--- src/design/cde_pkg.sv ---
`timescale 1ns / 1ps
package cde_pkg;

  localparam int FIRST_YEAR = 1900;
  // 1900 mod 400, the starting point of the leap cycle counter
  localparam logic [8:0] FIRST_C400 = 9'd300;

  typedef enum logic [1:0] {
    ACT_SET  = 2'd0,
    ACT_NEXT = 2'd1,
    ACT_PREV = 2'd2,
    ACT_ADD  = 2'd3
  } action_t;

  typedef enum logic [3:0] {
    CMD_NONE    = 4'd0,
    CMD_LOAD    = 4'd1,
    CMD_NEXT    = 4'd2,
    CMD_PREV    = 4'd3,
    CMD_INVALID = 4'd4,
    CMD_SYEAR   = 4'd5,
    CMD_SMONTH  = 4'd6,
    CMD_SCOMMIT = 4'd7,
    CMD_RED_UP  = 4'd8,
    CMD_RED_DN  = 4'd9,
    CMD_ASTART  = 4'd10,
    CMD_AYEAR   = 4'd11,
    CMD_AMONTH  = 4'd12,
    CMD_ACOMMIT = 4'd13
  } cmd_t;

  typedef struct packed {
    logic    pre_ok;
    action_t act;
    logic    set_year_more;
    logic    set_month_more;
    logic    add_year_more;
    logic    add_month_more;
    logic    acc_neg;
    logic    acc_high;
    logic    out_free;
  } ctrl_status_t;

  // Leap year from the position of the year within the 400-year cycle
  function automatic logic leap_of(input logic [8:0] c);
    return (c[1:0] == 2'b00) && (c != 9'd100) && (c != 9'd200) && (c != 9'd300);
  endfunction

  function automatic logic [4:0] month_days(input logic [3:0] m, input logic leap);
    logic [4:0] n;
    case (m)
      4'd1, 4'd3, 4'd5, 4'd7, 4'd8, 4'd10, 4'd12: n = 5'd31;
      4'd4, 4'd6, 4'd9, 4'd11:                    n = 5'd30;
      4'd2:                                       n = leap ? 5'd29 : 5'd28;
      default:                                    n = 5'd0;
    endcase
    return n;
  endfunction

endpackage

--- src/design/cde_in_if.sv ---
`timescale 1ns / 1ps
interface cde_in_if;
  logic              valid;
  logic              ready;
  logic [1:0]        action;
  logic [11:0]       year_in;
  logic [3:0]        month_in;
  logic [4:0]        day_in;
  logic signed [17:0] offset;

  modport source (output valid, output action, output year_in, output month_in,
                  output day_in, output offset, input ready);
  modport sink (input valid, input action, input year_in, input month_in,
                input day_in, input offset, output ready);
endinterface

--- src/design/cde_out_if.sv ---
`timescale 1ns / 1ps
interface cde_out_if;
  logic        valid;
  logic        ready;
  logic [11:0] year_out;
  logic [3:0]  month_out;
  logic [4:0]  day_out;
  logic [16:0] day_number;
  logic        set_valid;

  modport source (output valid, output year_out, output month_out, output day_out,
                  output day_number, output set_valid, input ready);
  modport sink (input valid, input year_out, input month_out, input day_out,
                input day_number, input set_valid, output ready);
endinterface

--- src/design/cde_controller.sv ---
`timescale 1ns / 1ps
module cde_controller import cde_pkg::*; (
  input  logic         clk,
  input  logic         rst,
  input  logic         in_valid,
  input  logic [1:0]   in_action,
  output logic         in_ready,
  input  ctrl_status_t status,
  output cmd_t         cmd
);

  typedef enum logic [4:0] {
    S_IDLE  = 5'b00001,
    S_SWALK = 5'b00010,
    S_STEP  = 5'b00100,
    S_RED   = 5'b01000,
    S_AWALK = 5'b10000
  } state_t;

  state_t state, state_next;

  always_ff @(posedge clk) begin
    if (rst) begin
      state <= S_IDLE;
    end else begin
      state <= state_next;
    end
  end

  always_comb begin
    state_next = state;
    cmd        = CMD_NONE;
    in_ready   = 1'b0;
    case (state)
      S_IDLE: begin
        in_ready = 1'b1;
        if (in_valid) begin
          cmd = CMD_LOAD;
          case (action_t'(in_action))
            ACT_SET: state_next = S_SWALK;
            ACT_ADD: state_next = S_RED;
            default: state_next = S_STEP;
          endcase
        end
      end
      S_SWALK: begin
        if (!status.pre_ok) begin
          if (status.out_free) begin
            cmd        = CMD_INVALID;
            state_next = S_IDLE;
          end
        end else if (status.set_year_more) begin
          cmd = CMD_SYEAR;
        end else if (status.set_month_more) begin
          cmd = CMD_SMONTH;
        end else if (status.out_free) begin
          cmd        = CMD_SCOMMIT;
          state_next = S_IDLE;
        end
      end
      S_STEP: begin
        if (status.out_free) begin
          cmd        = (status.act == ACT_PREV) ? CMD_PREV : CMD_NEXT;
          state_next = S_IDLE;
        end
      end
      S_RED: begin
        // bring the sum into the span, one span per cycle
        if (status.acc_neg) begin
          cmd = CMD_RED_UP;
        end else if (status.acc_high) begin
          cmd = CMD_RED_DN;
        end else begin
          cmd        = CMD_ASTART;
          state_next = S_AWALK;
        end
      end
      S_AWALK: begin
        if (status.add_year_more) begin
          cmd = CMD_AYEAR;
        end else if (status.add_month_more) begin
          cmd = CMD_AMONTH;
        end else if (status.out_free) begin
          cmd        = CMD_ACOMMIT;
          state_next = S_IDLE;
        end
      end
      default: begin
        state_next = S_IDLE;
      end
    endcase
  end

endmodule

--- src/design/cde_datapath.sv ---
`timescale 1ns / 1ps
module cde_datapath import cde_pkg::*; #(
  parameter int END_YEAR = 2100
) (
  input  logic               clk,
  input  logic               rst,
  input  cmd_t               cmd,
  output ctrl_status_t       status,
  input  logic [1:0]         action,
  input  logic [11:0]        year_in,
  input  logic [3:0]         month_in,
  input  logic [4:0]         day_in,
  input  logic signed [17:0] offset,
  cde_out_if.source          result
);

  localparam int LAST_YEAR   = END_YEAR - 1;
  localparam int LEAPS_END   = LAST_YEAR / 4 - LAST_YEAR / 100 + LAST_YEAR / 400;
  localparam int LEAPS_FIRST = (FIRST_YEAR - 1) / 4 - (FIRST_YEAR - 1) / 100
                               + (FIRST_YEAR - 1) / 400;
  localparam int SPAN = 365 * (END_YEAR - FIRST_YEAR) + LEAPS_END - LEAPS_FIRST;
  localparam int DW   = $clog2(SPAN);
  localparam int AW   = ((DW > 18) ? DW : 18) + 2;
  localparam logic [8:0] LAST_C400 = 9'(LAST_YEAR % 400);
  localparam logic signed [AW-1:0] SPAN_S = AW'(SPAN);

  // stored date, with its place in the leap cycle and its day number
  logic [11:0]   year;
  logic [3:0]    month;
  logic [4:0]    day;
  logic [8:0]    c400;
  logic [DW-1:0] dnum;

  logic [11:0]   year_next;
  logic [3:0]    month_next;
  logic [4:0]    day_next;
  logic [8:0]    c400_next;
  logic [DW-1:0] dnum_next;
  logic          valid_next;
  logic          commit;

  // latched transaction
  action_t     act_l;
  logic [11:0] y_l;
  logic [3:0]  m_l;
  logic [4:0]  d_l;
  logic        pre_ok;

  // calendar walker
  logic [11:0]            wy;
  logic [8:0]             wc;
  logic [3:0]             wm;
  logic signed [AW-1:0]   acc;
  logic [DW-1:0]          rem;

  logic       wleap;
  logic [8:0] ylen;
  logic [4:0] mlen_w;
  logic [8:0] wc_inc;
  logic       cur_leap;
  logic [4:0] cur_mlen;
  logic [4:0] prev_mlen;
  logic [4:0] in_mlen;
  logic       in_ok;

  logic        out_valid;
  logic [11:0] out_year;
  logic [3:0]  out_month;
  logic [4:0]  out_day;
  logic [16:0] out_dnum;
  logic        out_set_valid;

  assign wleap     = leap_of(wc);
  assign ylen      = wleap ? 9'd366 : 9'd365;
  assign mlen_w    = month_days(wm, wleap);
  assign wc_inc    = (wc == 9'd399) ? 9'd0 : wc + 9'd1;
  assign cur_leap  = leap_of(c400);
  assign cur_mlen  = month_days(month, cur_leap);
  assign prev_mlen = month_days(month - 4'd1, cur_leap);

  // Feb 29 passes here; the leap check follows once the year walk is done
  assign in_mlen = month_days(month_in, 1'b1);
  assign in_ok   = (year_in >= 12'(FIRST_YEAR)) && (year_in <= 12'(LAST_YEAR)) &&
                   (day_in != 5'd0) && (day_in <= in_mlen);

  assign status.pre_ok         = pre_ok;
  assign status.act            = act_l;
  assign status.set_year_more  = wy < y_l;
  assign status.set_month_more = wm < m_l;
  assign status.add_year_more  = rem >= DW'(ylen);
  assign status.add_month_more = rem >= DW'(mlen_w);
  assign status.acc_neg        = acc[AW-1];
  assign status.acc_high       = acc >= SPAN_S;
  assign status.out_free       = !out_valid || result.ready;

  always_ff @(posedge clk) begin
    case (cmd)
      CMD_LOAD: begin
        act_l  <= action_t'(action);
        y_l    <= year_in;
        m_l    <= month_in;
        d_l    <= day_in;
        pre_ok <= in_ok;
        wy     <= 12'(FIRST_YEAR);
        wc     <= FIRST_C400;
        wm     <= 4'd1;
        if (action_t'(action) == ACT_ADD) begin
          acc <= $signed(AW'(dnum)) + AW'(offset);
        end else begin
          acc <= '0;
        end
      end
      CMD_RED_UP: acc <= acc + SPAN_S;
      CMD_RED_DN: acc <= acc - SPAN_S;
      CMD_ASTART: rem <= acc[DW-1:0];
      CMD_SYEAR: begin
        acc <= acc + AW'(ylen);
        wy  <= wy + 12'd1;
        wc  <= wc_inc;
      end
      CMD_SMONTH: begin
        acc <= acc + AW'(mlen_w);
        wm  <= wm + 4'd1;
      end
      CMD_AYEAR: begin
        rem <= rem - DW'(ylen);
        wy  <= wy + 12'd1;
        wc  <= wc_inc;
      end
      CMD_AMONTH: begin
        rem <= rem - DW'(mlen_w);
        wm  <= wm + 4'd1;
      end
      default: begin
      end
    endcase
  end

  always_comb begin
    year_next  = year;
    month_next = month;
    day_next   = day;
    c400_next  = c400;
    dnum_next  = dnum;
    valid_next = 1'b0;
    commit     = 1'b0;
    case (cmd)
      CMD_NEXT: begin
        commit = 1'b1;
        if (day < cur_mlen) begin
          day_next  = day + 5'd1;
          dnum_next = dnum + DW'(1);
        end else begin
          day_next = 5'd1;
          if (month < 4'd12) begin
            month_next = month + 4'd1;
            dnum_next  = dnum + DW'(1);
          end else begin
            month_next = 4'd1;
            if (year == 12'(LAST_YEAR)) begin
              // wrap to the start of the span
              year_next = 12'(FIRST_YEAR);
              c400_next = FIRST_C400;
              dnum_next = '0;
            end else begin
              year_next = year + 12'd1;
              c400_next = (c400 == 9'd399) ? 9'd0 : c400 + 9'd1;
              dnum_next = dnum + DW'(1);
            end
          end
        end
      end
      CMD_PREV: begin
        commit = 1'b1;
        if (day > 5'd1) begin
          day_next  = day - 5'd1;
          dnum_next = dnum - DW'(1);
        end else if (month > 4'd1) begin
          month_next = month - 4'd1;
          day_next   = prev_mlen;
          dnum_next  = dnum - DW'(1);
        end else begin
          month_next = 4'd12;
          day_next   = 5'd31;
          if (year == 12'(FIRST_YEAR)) begin
            // wrap to the last day of the span
            year_next = 12'(LAST_YEAR);
            c400_next = LAST_C400;
            dnum_next = DW'(SPAN - 1);
          end else begin
            year_next = year - 12'd1;
            c400_next = (c400 == 9'd0) ? 9'd399 : c400 - 9'd1;
            dnum_next = dnum - DW'(1);
          end
        end
      end
      CMD_INVALID: begin
        commit     = 1'b1;
        year_next  = 12'(FIRST_YEAR);
        month_next = 4'd1;
        day_next   = 5'd1;
        c400_next  = FIRST_C400;
        dnum_next  = '0;
      end
      CMD_SCOMMIT: begin
        commit = 1'b1;
        if ((m_l == 4'd2) && (d_l == 5'd29) && !wleap) begin
          year_next  = 12'(FIRST_YEAR);
          month_next = 4'd1;
          day_next   = 5'd1;
          c400_next  = FIRST_C400;
          dnum_next  = '0;
        end else begin
          year_next  = y_l;
          month_next = m_l;
          day_next   = d_l;
          c400_next  = wc;
          dnum_next  = acc[DW-1:0] + DW'(d_l) - DW'(1);
          valid_next = 1'b1;
        end
      end
      CMD_ACOMMIT: begin
        commit     = 1'b1;
        year_next  = wy;
        month_next = wm;
        day_next   = rem[4:0] + 5'd1;
        c400_next  = wc;
        dnum_next  = acc[DW-1:0];
      end
      default: begin
      end
    endcase
  end

  always_ff @(posedge clk) begin
    if (rst) begin
      year  <= 12'(FIRST_YEAR);
      month <= 4'd1;
      day   <= 5'd1;
      c400  <= FIRST_C400;
      dnum  <= '0;
    end else if (commit) begin
      year  <= year_next;
      month <= month_next;
      day   <= day_next;
      c400  <= c400_next;
      dnum  <= dnum_next;
    end
  end

  always_ff @(posedge clk) begin
    if (rst) begin
      out_valid <= 1'b0;
    end else if (commit) begin
      out_valid <= 1'b1;
    end else if (result.ready) begin
      out_valid <= 1'b0;
    end
  end

  always_ff @(posedge clk) begin
    if (commit) begin
      out_year      <= year_next;
      out_month     <= month_next;
      out_day       <= day_next;
      out_dnum      <= 17'(dnum_next);
      out_set_valid <= valid_next;
    end
  end

  assign result.valid      = out_valid;
  assign result.year_out   = out_year;
  assign result.month_out  = out_month;
  assign result.day_out    = out_day;
  assign result.day_number = out_dnum;
  assign result.set_valid  = out_set_valid;

`ifndef SYNTHESIS
  a_commit_slot_free: assert property (@(posedge clk) disable iff (rst)
    commit |-> (!out_valid || result.ready))
    else $error("result register overwritten before transaction completed");

  a_date_in_span: assert property (@(posedge clk) disable iff (rst)
    (year >= 12'(FIRST_YEAR)) && (year <= 12'(LAST_YEAR)) && (month >= 4'd1) &&
    (month <= 4'd12) && (day >= 5'd1) && (day <= cur_mlen))
    else $error("stored date left the calendar span");

  a_dnum_in_span: assert property (@(posedge clk) disable iff (rst)
    dnum < SPAN)
    else $error("day number beyond span");

  a_reduced_sum: assert property (@(posedge clk) disable iff (rst)
    (cmd == CMD_ASTART) |-> (!acc[AW-1] && (acc < SPAN_S)))
    else $error("add walk started on an unreduced day number");

  a_add_walk_end: assert property (@(posedge clk) disable iff (rst)
    (cmd == CMD_ACOMMIT) |-> ((wm >= 4'd1) && (wm <= 4'd12) && (rem < DW'(mlen_w))))
    else $error("add walk ended outside its month");
`endif

endmodule

--- src/design/calendar_date_engine_unit.sv ---
`timescale 1ns / 1ps
// Gregorian date engine holding one date between 1900-01-01 and the last day of
// END_YEAR-1, with its day number since 1900-01-01. Each request transaction sets
// the date (an invalid date loads 1900-01-01 with set_valid low), steps one day
// forward or back with wrap at the ends of the span, or adds a signed offset modulo
// the span; every request gives exactly one result. One request is in work at a
// time and the next is taken in the cycle after the previous result is written to
// the output register, which holds it until taken. For a set, a leap-cycle
// counter walks the years and then the months one per cycle; a set whose year,
// month or day is out of range is caught at once, but Feb 29 of a common year is
// caught only after the walk. An add first brings the day-number sum into the
// span, one span correction per cycle, then walks whole years and whole months
// from 1900 to the target date. A result still waiting in the output register
// holds back only the final write.
module calendar_date_engine_unit import cde_pkg::*; #(
  parameter int END_YEAR = 2100
) (
  input  logic      clk,
  input  logic      rst,
  cde_in_if.sink    request,
  cde_out_if.source result
);

  logic         in_ready;
  cmd_t         cmd;
  ctrl_status_t status;

  assign request.ready = in_ready;

  cde_controller u_ctrl (
    .clk       (clk),
    .rst       (rst),
    .in_valid  (request.valid),
    .in_action (request.action),
    .in_ready  (in_ready),
    .status    (status),
    .cmd       (cmd)
  );

  cde_datapath #(
    .END_YEAR (END_YEAR)
  ) u_dp (
    .clk      (clk),
    .rst      (rst),
    .cmd      (cmd),
    .status   (status),
    .action   (request.action),
    .year_in  (request.year_in),
    .month_in (request.month_in),
    .day_in   (request.day_in),
    .offset   (request.offset),
    .result   (result)
  );

endmodule

--- src/flat_wrapper.sv ---
// flat-port wrapper written by rule: the top's interface ports become plain ports
module calendar_date_engine_unit_flat import cde_pkg::*;
#(
  parameter int END_YEAR = 2100
)
  (clk, rst, request_valid, request_action, request_year_in, request_month_in, request_day_in, request_offset, request_ready, result_valid, result_year_out, result_month_out, result_day_out, result_day_number, result_set_valid, result_ready);
  cde_in_if request_i ();
  cde_out_if result_i ();
  input  logic clk;
  input  logic rst;
  input wire logic [$bits(request_i.valid)-1:0] request_valid;
  input wire logic [$bits(request_i.action)-1:0] request_action;
  input wire logic [$bits(request_i.year_in)-1:0] request_year_in;
  input wire logic [$bits(request_i.month_in)-1:0] request_month_in;
  input wire logic [$bits(request_i.day_in)-1:0] request_day_in;
  input wire logic [$bits(request_i.offset)-1:0] request_offset;
  output wire logic [$bits(request_i.ready)-1:0] request_ready;
  output wire logic [$bits(result_i.valid)-1:0] result_valid;
  output wire logic [$bits(result_i.year_out)-1:0] result_year_out;
  output wire logic [$bits(result_i.month_out)-1:0] result_month_out;
  output wire logic [$bits(result_i.day_out)-1:0] result_day_out;
  output wire logic [$bits(result_i.day_number)-1:0] result_day_number;
  output wire logic [$bits(result_i.set_valid)-1:0] result_set_valid;
  input wire logic [$bits(result_i.ready)-1:0] result_ready;
  assign request_i.valid = request_valid;
  assign request_i.action = request_action;
  assign request_i.year_in = request_year_in;
  assign request_i.month_in = request_month_in;
  assign request_i.day_in = request_day_in;
  assign request_i.offset = request_offset;
  assign request_ready = request_i.ready;
  assign result_valid = result_i.valid;
  assign result_year_out = result_i.year_out;
  assign result_month_out = result_i.month_out;
  assign result_day_out = result_i.day_out;
  assign result_day_number = result_i.day_number;
  assign result_set_valid = result_i.set_valid;
  assign result_i.ready = result_ready;
  calendar_date_engine_unit #(.END_YEAR(END_YEAR)) u_core (.clk(clk), .rst(rst), .request(request_i), .result(result_i));
endmodule
--- config.mk ---
export PLATFORM = sky130hd
export DESIGN_NAME = calendar_date_engine_unit_flat
export DESIGN_NICKNAME = d
export VERILOG_FILES = /design/src/design/cde_pkg.sv /design/src/design/cde_in_if.sv /design/src/design/cde_out_if.sv /design/src/design/cde_controller.sv /design/src/design/cde_datapath.sv /design/src/design/calendar_date_engine_unit.sv /design/src/flat_wrapper.sv
export SDC_FILE = /design/constraint.sdc
export NUM_CORES = 1
export LEC_CHECK = 0
export ABC_AREA = 1
export BUFFER_PORTS_ARGS = -buffer_cell sky130_fd_sc_hd__buf_2
export CAP_MARGIN = 40
export CORE_ASPECT_RATIO = 0.6
export CORE_MARGIN = 5
export CORE_UTILIZATION = 26
export DETAILED_ROUTE_END_ITERATION = 8
export GPL_TIMING_DRIVEN = 0
export SETUP_SLACK_MARGIN = 0.2
export SLEW_MARGIN = 20
export SYNTH_ARGS = -nofsm -noshare
export SYNTH_HDL_FRONTEND = slang
export SYNTH_SLANG_ARGS = --single-unit
--- constraint.sdc ---
create_clock -name clk -period 6.7 [get_ports clk]
set_input_delay 0.335 -clock clk [delete_from_list [all_inputs] [get_ports clk]]
set_output_delay 0.335 -clock clk [all_outputs]
set_load 0.005 [all_outputs]
## Word level (Yosys, flattened, before mapping)

Memory sizes are Yosys's and may differ from the RTL's.
Cells that the tools add are included.

| word-level totals | value |
|---|---|
| output and inout port bits | 41 |
| register bits | 178 |
| bits of input ports | 45 |
| memory bits (read-only) | 80 |
| memories | 1 |

| cells by class | value |
|---|---|
| reduce and logical (&&, ||, !) cells | 36 |
| mux-type cells | 80 |
| add/subtract/negate cells | 23 |
| equality and inequality tests | 79 |
| $lt $le $gt $ge | 12 |

Memories:

| memory | depth | width | read ports | clocked after Yosys merged registers in | wr ports | RTL line | source |
|---|---|---|---|---|---|---|---|
| (name not given) | 16 | 5 | 1 | 0 | 0 | cde_pkg.sv:51 | `case (m)` |

Operators by type and width:

| operator | count |
|---|---|
| two-way mux 17 bit | 7 |
| case mux 20 bit (5 select lines) | 1 |
| two-way mux 9 bit | 10 |
| case mux 17 bit (5 select lines) | 1 |
| == test 4 bit, second input constant | 21 |
| two-way mux 12 bit | 7 |
| two-way mux 5 bit | 13 |
| == test 4 x 3 -> 1 bit, second input constant | 16 |
| case mux 12 bit (5 select lines) | 1 |
| case mux 17 bit (3 select lines) | 1 |
| case mux 5 bit (5 select lines) | 2 |
| case mux 5 bit (3 select lines) | 3 |
| case mux 9 bit (5 select lines) | 1 |
| case mux 4 bit (5 select lines) | 2 |
| == test 4 x 2 -> 1 bit, second input constant | 9 |
| two-way mux 4 bit | 9 |
| subtractor 17 x 1 -> 17 bit, second input constant | 2 |
| adder 12 x 1 -> 12 bit, second input constant | 2 |
| case mux 12 bit (2 select lines) | 1 |
| OR reduction 7 bit | 3 |
| adder 20 x 18 -> 20 bit, second input constant | 1 |
| adder 20 x 5 -> 20 bit | 1 |
| adder 20 x 9 -> 20 bit | 1 |
| greater-or-equal comparator 20 x 18 -> 1 bit, second input constant | 1 |
| 58 further kinds | 114 |

## Depth between registers and ports, before layout

Gate-level depths: netlist of run 1.

| logic depth | value |
|---|---|
| depth in word-level cells | 14 |
| mapped depth | 39 |

## By module

From an unflattened synthesis of run 1, not the netlist that was laid out.

| second synthesis, totals | value |
|---|---|
| cell total of the unflattened synthesis | 2524 |
| area, all modules | 16966.3 sq um |

Modules (own cells, without submodules):

| module | area an instance (sq um) | times used | cells each |
|---|---|---|---|
| cde_datapath | 16408.2 | 1 | 2432 |
| cde_controller | 558.0 | 1 | 92 |

## Worst setup path before layout of run 1

Ideal clock, no wire load.

| timing path | value |
|---|---|
| path kind | reg-to-reg |
| start | register u_core.u_dp.wm[0] |
| end | register u_core.u_dp.acc[10] (data pin) |
| arrival time | 4.685 ns |
| library setup time | 0.267 ns |
| required time | 6.433 ns |
| path buffers | 0 |
| cell stages (with the launch flop) | 37 |
| period minus slack after synthesis | 4.952 ns |
| slack | 1.748 ns |
| cell sequence | edfxtp_1 ha_1 or2_2 nor2_1 a21oi_1 inv_1 nand3_1 nor2_1 ha_1 nand2_1 nand2_1 nand3_1 nand3_2 nor2_4 nand2_2 nor2_2 a21oi_2 nand2_4 nor2_4 nand2_1 nand2_1 nand2_1 ha_1 inv_1 fa_1 inv_1 nand2_1 nand2_1 a21oi_1 o21ai_0 nand2_1 a21oi_1 nand2_1 nand2_1 nand3_1 a31oi_1 o21ai_0 |

| on the way | value |
|---|---|
| cells in the longest elaborated chain, start to end | 9 |

RTL lines:

| element | RTL line | source |
|---|---|---|
| from (decl) | cde_datapath.sv:52 | `logic [3:0] wm;` |
| from (signal assigned) | cde_datapath.sv:123 | `wm <= wm + 4'd1;` |
| from (signal assigned) | cde_datapath.sv:132 | `wm <= wm + 4'd1;` |
| == test 4 x 1 -> 1 bit, or another cell as far along | cde_pkg.sv:51 |  |
| OR reduction 7 bit / OR reduction 4 bit (equally long branches) | cde_pkg.sv:51 |  |
| case mux 5 bit (3 select lines) | cde_pkg.sv:51 |  |
| greater-or-equal comparator 17 x 5 -> 1 bit | cde_datapath.sv:91 | `assign status.add_month_more = rem >= DW'(mlen_w);` |
| two-way mux 4 bit | cde_controller.sv:81 | `end else if (status.add_month_more) begin` |
| two-way mux 4 bit | cde_controller.sv:79 | `if (status.add_year_more) begin` |
| case mux 4 bit (5 select lines) | cde_controller.sv:34 | `case (state)` |
| == test 4 x 3 -> 1 bit, or another cell as far along | cde_datapath.sv:97 | `case (cmd)` |
| case mux 20 bit (5 select lines) (*) | cde_datapath.sv:97 |  |
| to (signal assigned) | cde_datapath.sv:108 | `acc <= $signed(AW'(dnum)) + AW'(offset);` |
| to (signal assigned) | cde_datapath.sv:113 | `CMD_RED_UP: acc <= acc + SPAN_S;` |
| to (signal assigned) | cde_datapath.sv:114 | `CMD_RED_DN: acc <= acc - SPAN_S;` |
| to (decl) | cde_datapath.sv:53 | `logic signed [AW-1:0] acc;` |

Mark *: on every way between the ends. The rest lies on a longest branch, timed or not.
A chain may end at the register's enable or synchronous reset.

## Final worst setup path of run 1

Ends and elaborated chain as after synthesis.

==> flow_summary.ini, run 1 <==
[run_status]
outcome = finished clean

[min_path]
holdPathEnd = u_core.u_dp.y_l[11]
worstHoldStart = request_year_in[11]
hold_wc_path_type = in2reg
holdPathStages = 1

[die]
chipHeight_um = 207
floorplan.io_pins = 86
full_die_area_um2 = 70300
core_region_area_um2 = 64300
die_x_um = 339
start_util_pct = 26.2
core.rowCount = 72

[synthesis]
syn-num-nets = 2569
yosysTopAreaCell = edfxtp_1
postSynthCellCount = 2391
synthFlopType = edfxtp_1
syn_area_um2 = 16900
largest_cells_by_area_after_synthesis = edfxtp_1 (22%), nand2_1 (11%), ha_1 (9.5%)
synth_top_cells_by_count = nand2_1 (509), inv_1 (273), nor2_1 (263)
most_used_standard_cell_by_instance_count_after_synthesis = nand2_1
number_of_library_cell_types_mapped_by_synthesis = 60
synth.yosys.seq_area_share_pct = 28.5
synth-edff-count = 125
yosysWarningCount = 0
postSynthRegisterBits = 178
avgSynthCellArea_um2 = 7.06
synth.top_cell.area_share_pct = 22.2
proportion_of_synthesized_flip_flops_having_asynchronous_set_or_reset_pct = 0

[timing]
unrepaired_setup_endpoints_after_global_routing = no
final.setup_skew_ns = 0.0237
setup_viol = 0
finalSetupTns_ns = 0
min_period_over_period_pct = 91.2
max_slew_margin_pct = 39.3
maxClockFrequency_mhz = 164
report.final.slew_viol_count = 0
least_margin_pin_slew_ns = 0.911
final-hold-violation-count = 0
post-route-min-period_ns = 6.11

[detailed_routing]
initialDrtViolationCount = 2576
routed_via_density = 5.18
number_of_detailed_routing_iterations_run_before_antenna_repair = 6
detail_route.drc_violations = 0
drt_wl_total_mm = 69.2
post_drt_wl_per_cell_um = 20.5
antenna_violating_nets_post_route = 0
vias = 17469

[setup_path]
timing.rr.start = u_core.u_dp.wm[0]
rr_worst_depth = 36
crit_arrival_ns = 6.33
crit_fanout = 7
classification_of_the_worst_setup_path = reg2reg
timing.reg2reg.setup_slack_ns = 0.59
capturing_element_type_of_the_critical_path = flip-flop
type_of_origin_of_the_critical_path = flip-flop
worst_r2r_endpoint = u_core.u_dp.acc[10]
critPathMaxStageDelay_ns = 0.51
critical_path.most_common_cell = nand2_1
worst-endpoint-required_ns = 6.92
slowest_stage = edfxtp_1

[grt]
first_global_vias = 15034
globalRouteOverflowTotal = 0
grt_max_degree = 43
grt_first_pass_wirelength_mm = 100
grt_antenna_before_repair = 1
global_route.usage.total_pct = 18.9

[place]
buffer_ports.inserted = 84
finalWeightedCongestion = 0.991
dp_hpwl_mm = 56.5
place_inst = 3336

[power]
vdd_drop_max_mv = 0.184
power_density_nw_per_um2 = 350
power.leakage_nw = 8.43

[final_layout]
layout.nets = 2687
area_growth_syn_to_layout_pct = 13.4
instances_no_fill = 3374
final_layout_size_suffix_gt1_share_pct = 12.5

[run]
max-cap-violations = 0

[clocking]
cts_tree = built
htreeDepth = 4
path_clk_slew_ns = 0.09
numClockSinks = 178
ctsHoldBuffers = 0
root_buffer = clkbuf_16
clk_latency_ns = 0.49
cts.path.max_buffers = 2
numCtsBuffers = 17
## state kept, by name (all words and copies together) (netlist names), 9 cells and up
signal and count:
u_core.u_dp.result.day_number 17, u_core.u_dp.dnum 17, u_core.u_dp.wy 12, u_core.u_dp.acc 20, u_core.u_dp.result.year_out 12, u_core.u_dp.y_l 12
u_core.u_dp.c400 9, u_core.u_dp.rem 17, u_core.u_dp.year 12, u_core.u_dp.wc 9
## worst max-delay path: cells and delay by family (launching register included)
kind                       cells  cell delay (ns)
DFF                            1             0.51
buffers and inverters          3             0.21
AOI/OAI and AO/OA              7             1.10
and+or+nand+nor               22             2.89
adders and majority gates      4             1.10
## area by class of cell
cell class                      count  area (um^2)
Timing Repair Buffer               99          567
Multi-Input combinational cell   1833        10500
Clock inverter                     15          174
Tap cell                          851         1060
Inverter                          302         1130
Antenna cell                        1         2.50
Buffer                             78          407
Clock buffer                       17          425
Fill cell                        7108        45200
Sequential cell                   178         4810
## power by group
part	switching [mW]	total, mW	internal [mW]
logic	2.66	3.80	1.14
registers	0.296	1.81	1.52
clock network	0.578	1.09	0.507
## how the worst max path moves through the flow
stage	startpoint	endpoint	slack, ns	depth (start not counted)
2_1_floorplan	u_core.u_dp.wm[0]	u_core.u_dp.acc[10]	1.75	36
3_3_place_gp	u_core.u_ctrl.state[2]	u_core.u_dp.acc[10]	0.07	28
3_5_place_dp	u_core.u_dp.wm[0]	u_core.u_dp.acc[10]	0.17	37
4_1_cts	u_core.u_dp.wm[0]	u_core.u_dp.acc[10]	0.29	37
5_1_grt	u_core.u_dp.wm[1]	u_core.u_dp.acc[10]	0.24	37
6_report	u_core.u_dp.wm[0]	u_core.u_dp.acc[10]	0.59	36
## routing by layer
layer / routed length [um] / track usage (%) / up-vias
met5: 7 / 0 / -
met2: 22500 / 20.9 / 1015
li1: - / - / 8275
met4: 457 / 2.54 / 2
met3: 11800 / 9.70 / 32
met1: 34500 / 30.9 / 8145
## cells by family (layout without fill, tap and decap cells)
kind of cell	count (synthesis)	in the layout	synth area share, %
and+or+nand+nor	1185	1185	32.1
AOI/OAI and AO/OA	401	401	14.2
buffers and inverters	380	511	9.13
DFF	178	178	28.5
adders and majority gates	133	133	10.1
xor gates and xnor gates	114	114	5.92
other	0	1	0
## cells in the final DEF, fill, tap and decap left out, types with 17 or more instances in the layout
cell type,instances
nand2_1,508
inv_1,273
nor2_1,261
nand3_1,185
o21ai_0,156
ha_1,128
edfxtp_1,125
buf_2,114
a21oi_1,102
xor2_1,93
nor3_1,73
dfxtp_1,53
nand4_1,44
clkbuf_1,43
inv_2,26
or2_2,25
nand3_2,22
o211ai_1,22
a21oi_2,21
xnor2_1,21
o22ai_1,17
clkbuf_16,17
## stage by stage
stage	setup WS [ns]	hold slack [ns]	util [%]	area (um^2)	total power [mW]
finish	0.590	0.0415	29.7	19100	6.70
global route	0.241	0.0213	29.7	19100	7.11
CTS	0.288	0.0232	29.6	19100	6.56
detailed placement	0.167	0.469	28.7	18500	5.45
global placement	0.0672	0.469	28.5	18400	5.41
floorplan	1.75	0.434	-	16900	4.17
## repair_timing
item,in CTS,in global routing
cloned,0,0
resized for setup,1,4
endpoints found under the setup margin,1,12
setup buffers,0,1
pin swaps,0,1
No activity file was read; power rests on OpenSTA's default activity.
==> run 2, diff against run 1 <==
==> constraint.sdc (replaced) <==
create_clock -name clk -period 6.3 [get_ports clk]
set_input_delay 0.315 -clock clk [delete_from_list [all_inputs] [get_ports clk]]
set_output_delay 0.315 -clock clk [all_outputs]
set_load 0.005 [all_outputs]
==> run 2 against run 1 <==
  * Count of clock-buffer cells in the layout unchanged
  * Routed wire length up 0.16%
  * Design area up 0.54%
  * Critical endpoint is now u_core.u_dp.acc[8]
==> flow_summary.ini, run 2 (synthesized netlist as in run 1, its figures left out) <==
[die]
core_region_area_um2 = 64300
chipHeight_um = 207
floorplan.io_pins = 86
core.rowCount = 72
start_util_pct = 26.2
full_die_area_um2 = 70300
die_x_um = 339

[setup_path]
timing.rr.start = u_core.u_dp.wm[1]
critical_path.most_common_cell = nand2_1
capturing_element_type_of_the_critical_path = flip-flop
worst-endpoint-required_ns = 6.51
classification_of_the_worst_setup_path = reg2reg
crit_arrival_ns = 5.99
timing.reg2reg.setup_slack_ns = 0.51
critPathMaxStageDelay_ns = 0.45
worst_r2r_endpoint = u_core.u_dp.acc[8]
slowest_stage = edfxtp_1
rr_worst_depth = 35
crit_fanout = 7
type_of_origin_of_the_critical_path = flip-flop
worst_setup_path_startpoint = u_core.u_dp.wm[1]

[clocking]
numCtsBuffers = 17
cts_tree = built
numClockSinks = 178
ctsHoldBuffers = 0
cts.path.max_buffers = 2
root_buffer = clkbuf_16
clk_latency_ns = 0.49
htreeDepth = 4
path_clk_slew_ns = 0.09

[detailed_routing]
detail_route.drc_violations = 0
drt_wl_total_mm = 69.3
routed_via_density = 5.18
number_of_detailed_routing_iterations_run_before_antenna_repair = 5
initialDrtViolationCount = 2556
post_drt_wl_per_cell_um = 20.5
vias = 17532
antenna_violating_nets_post_route = 0

[run]
max-cap-violations = 0

[timing]
finalSetupTns_ns = 0
unrepaired_setup_endpoints_after_global_routing = no
final-hold-violation-count = 0
final.setup_skew_ns = 0.0268
post-route-min-period_ns = 5.79
worst_slack_ns = 0.515
maxClockFrequency_mhz = 173
report.final.slew_viol_count = 0
max_slew_margin_pct = 40.4
least_margin_pin_slew_ns = 0.894
setup_viol = 0
min_period_over_period_pct = 91.8

[power]
power_density_nw_per_um2 = 373
netSwitchingPower_mw = 3.78
clkPwrFrac_pct = 16.1
swShare_pct = 52.7
power.leakage_nw = 8.49
power.sequential.fraction_pct = 26.9
internal-power_mw = 3.39
pwr-share-comb_pct = 57.0
vdd_drop_max_mv = 0.196

[grt]
grt_antenna_before_repair = 1
first_global_vias = 15033
global_route.usage.total_pct = 18.9
globalRouteMet2Util_pct = 20.9
grt_first_pass_wirelength_mm = 100
grt_max_degree = 43
gr-usage-met3_pct = 9.68
globalRouteOverflowTotal = 0
global_route_track_usage_on_met1_pct = 31.0
top_usage_layer = met1

[final_layout]
top_register = u_core.u_dp.acc
layout.nets = 2697
layout.cells.most_common = nand2_1
area_growth_syn_to_layout_pct = 14.0
largest_reg_flops = 20
highest_count_cells_in_the_layout_ignoring_fill_and_taps = nand2_1 (506), inv_1 (272), nor2_1 (261)
final_layout_size_suffix_gt1_share_pct = 13.1

[run_status]
outcome = finished clean

[place]
finalWeightedCongestion = 0.991
dpl_worst_slack_ns = -0.233
buffer_ports.inserted = 84
dp_hpwl_mm = 56.5

[min_path]
holdPathEnd = u_core.u_dp.y_l[11]
worstHoldStart = request_year_in[11]
hold_wc_path_type = in2reg
holdPathStages = 1
-- run 2: changes by cell type in the layout (fill, tap and decap cells not counted), sizes merged --
cell,change
buf,+10
-- run 2: power groups by stage --
stage / Combinational, mW / Sequential [mW] / Clock, mW
after floorplan: 2.63 / 1.81 / 0
after global placement: 3.82 / 1.94 / 0
after detailed placement: 3.86 / 1.93 / 0
after CTS: 3.89 / 1.91 / 1.17
after global routing: 4.43 / 1.95 / 1.22
final: 4.08 / 1.93 / 1.15
-- run 2: metal layers --
metal,share of wire [%],wire [um],vias up
met5,0.010,7,-
met3,17,11900,44
met1,50,34400,8140
met4,0.74,511,2
met2,32,22500,1046
li1,-,-,8300
-- run 2: how the worst max path moves through the flow --
stage | end | cells past startpoint
3_5_place_dp | u_core.u_dp.acc[10] | 37
6_report | u_core.u_dp.acc[8] | 35
4_1_cts | u_core.u_dp.acc[10] | 36
3_3_place_gp | u_core.u_dp.acc[10] | 28
2_1_floorplan | u_core.u_dp.acc[10] | 36
5_1_grt | u_core.u_dp.acc[10] | 36
-- run 2: timing repair --
action	CTS	global route
gates cloned	0	0
endpoints found under the hold margin	0	0
buffers inserted	1	10
pin swaps	1	4
endpoints found under the setup margin	10	12
gates resized for setup	3	10
-- run 2: cell type report --
class | instances | area [um^2]
multi-input combinational | 1833 | 10600
fill | 7090 | 45100
antenna | 1 | 2.50
clock buffer | 17 | 425
tap | 851 | 1060
sequential | 178 | 4810
buffer | 78 | 407
clock inverter | 15 | 174
timing repair buffer | 109 | 642
inverter | 302 | 1130
-- run 2: worst max-delay path, delay by kind of cell (launching register included) --
kind	cells	cell delay, ns
compound gates	7	1.25
fa+ha+maj	4	1.03
buf+inv	4	0.36
flops	1	0.45
simple gates	20	2.41
-- run 2: through the flow --
step,cells,hold WS (ns),power (mW),cell area [um^2],util [%]
after floorplan,2391,0.414,4.43,16900,-
after global placement,3326,0.469,5.76,18400,28.5
after detailed placement,3336,0.469,5.80,18500,28.7
after CTS,3369,0.00318,6.98,19100,29.7
after global routing,3383,0.00132,7.60,19200,29.9
final,3384,0.0246,7.17,19200,29.9
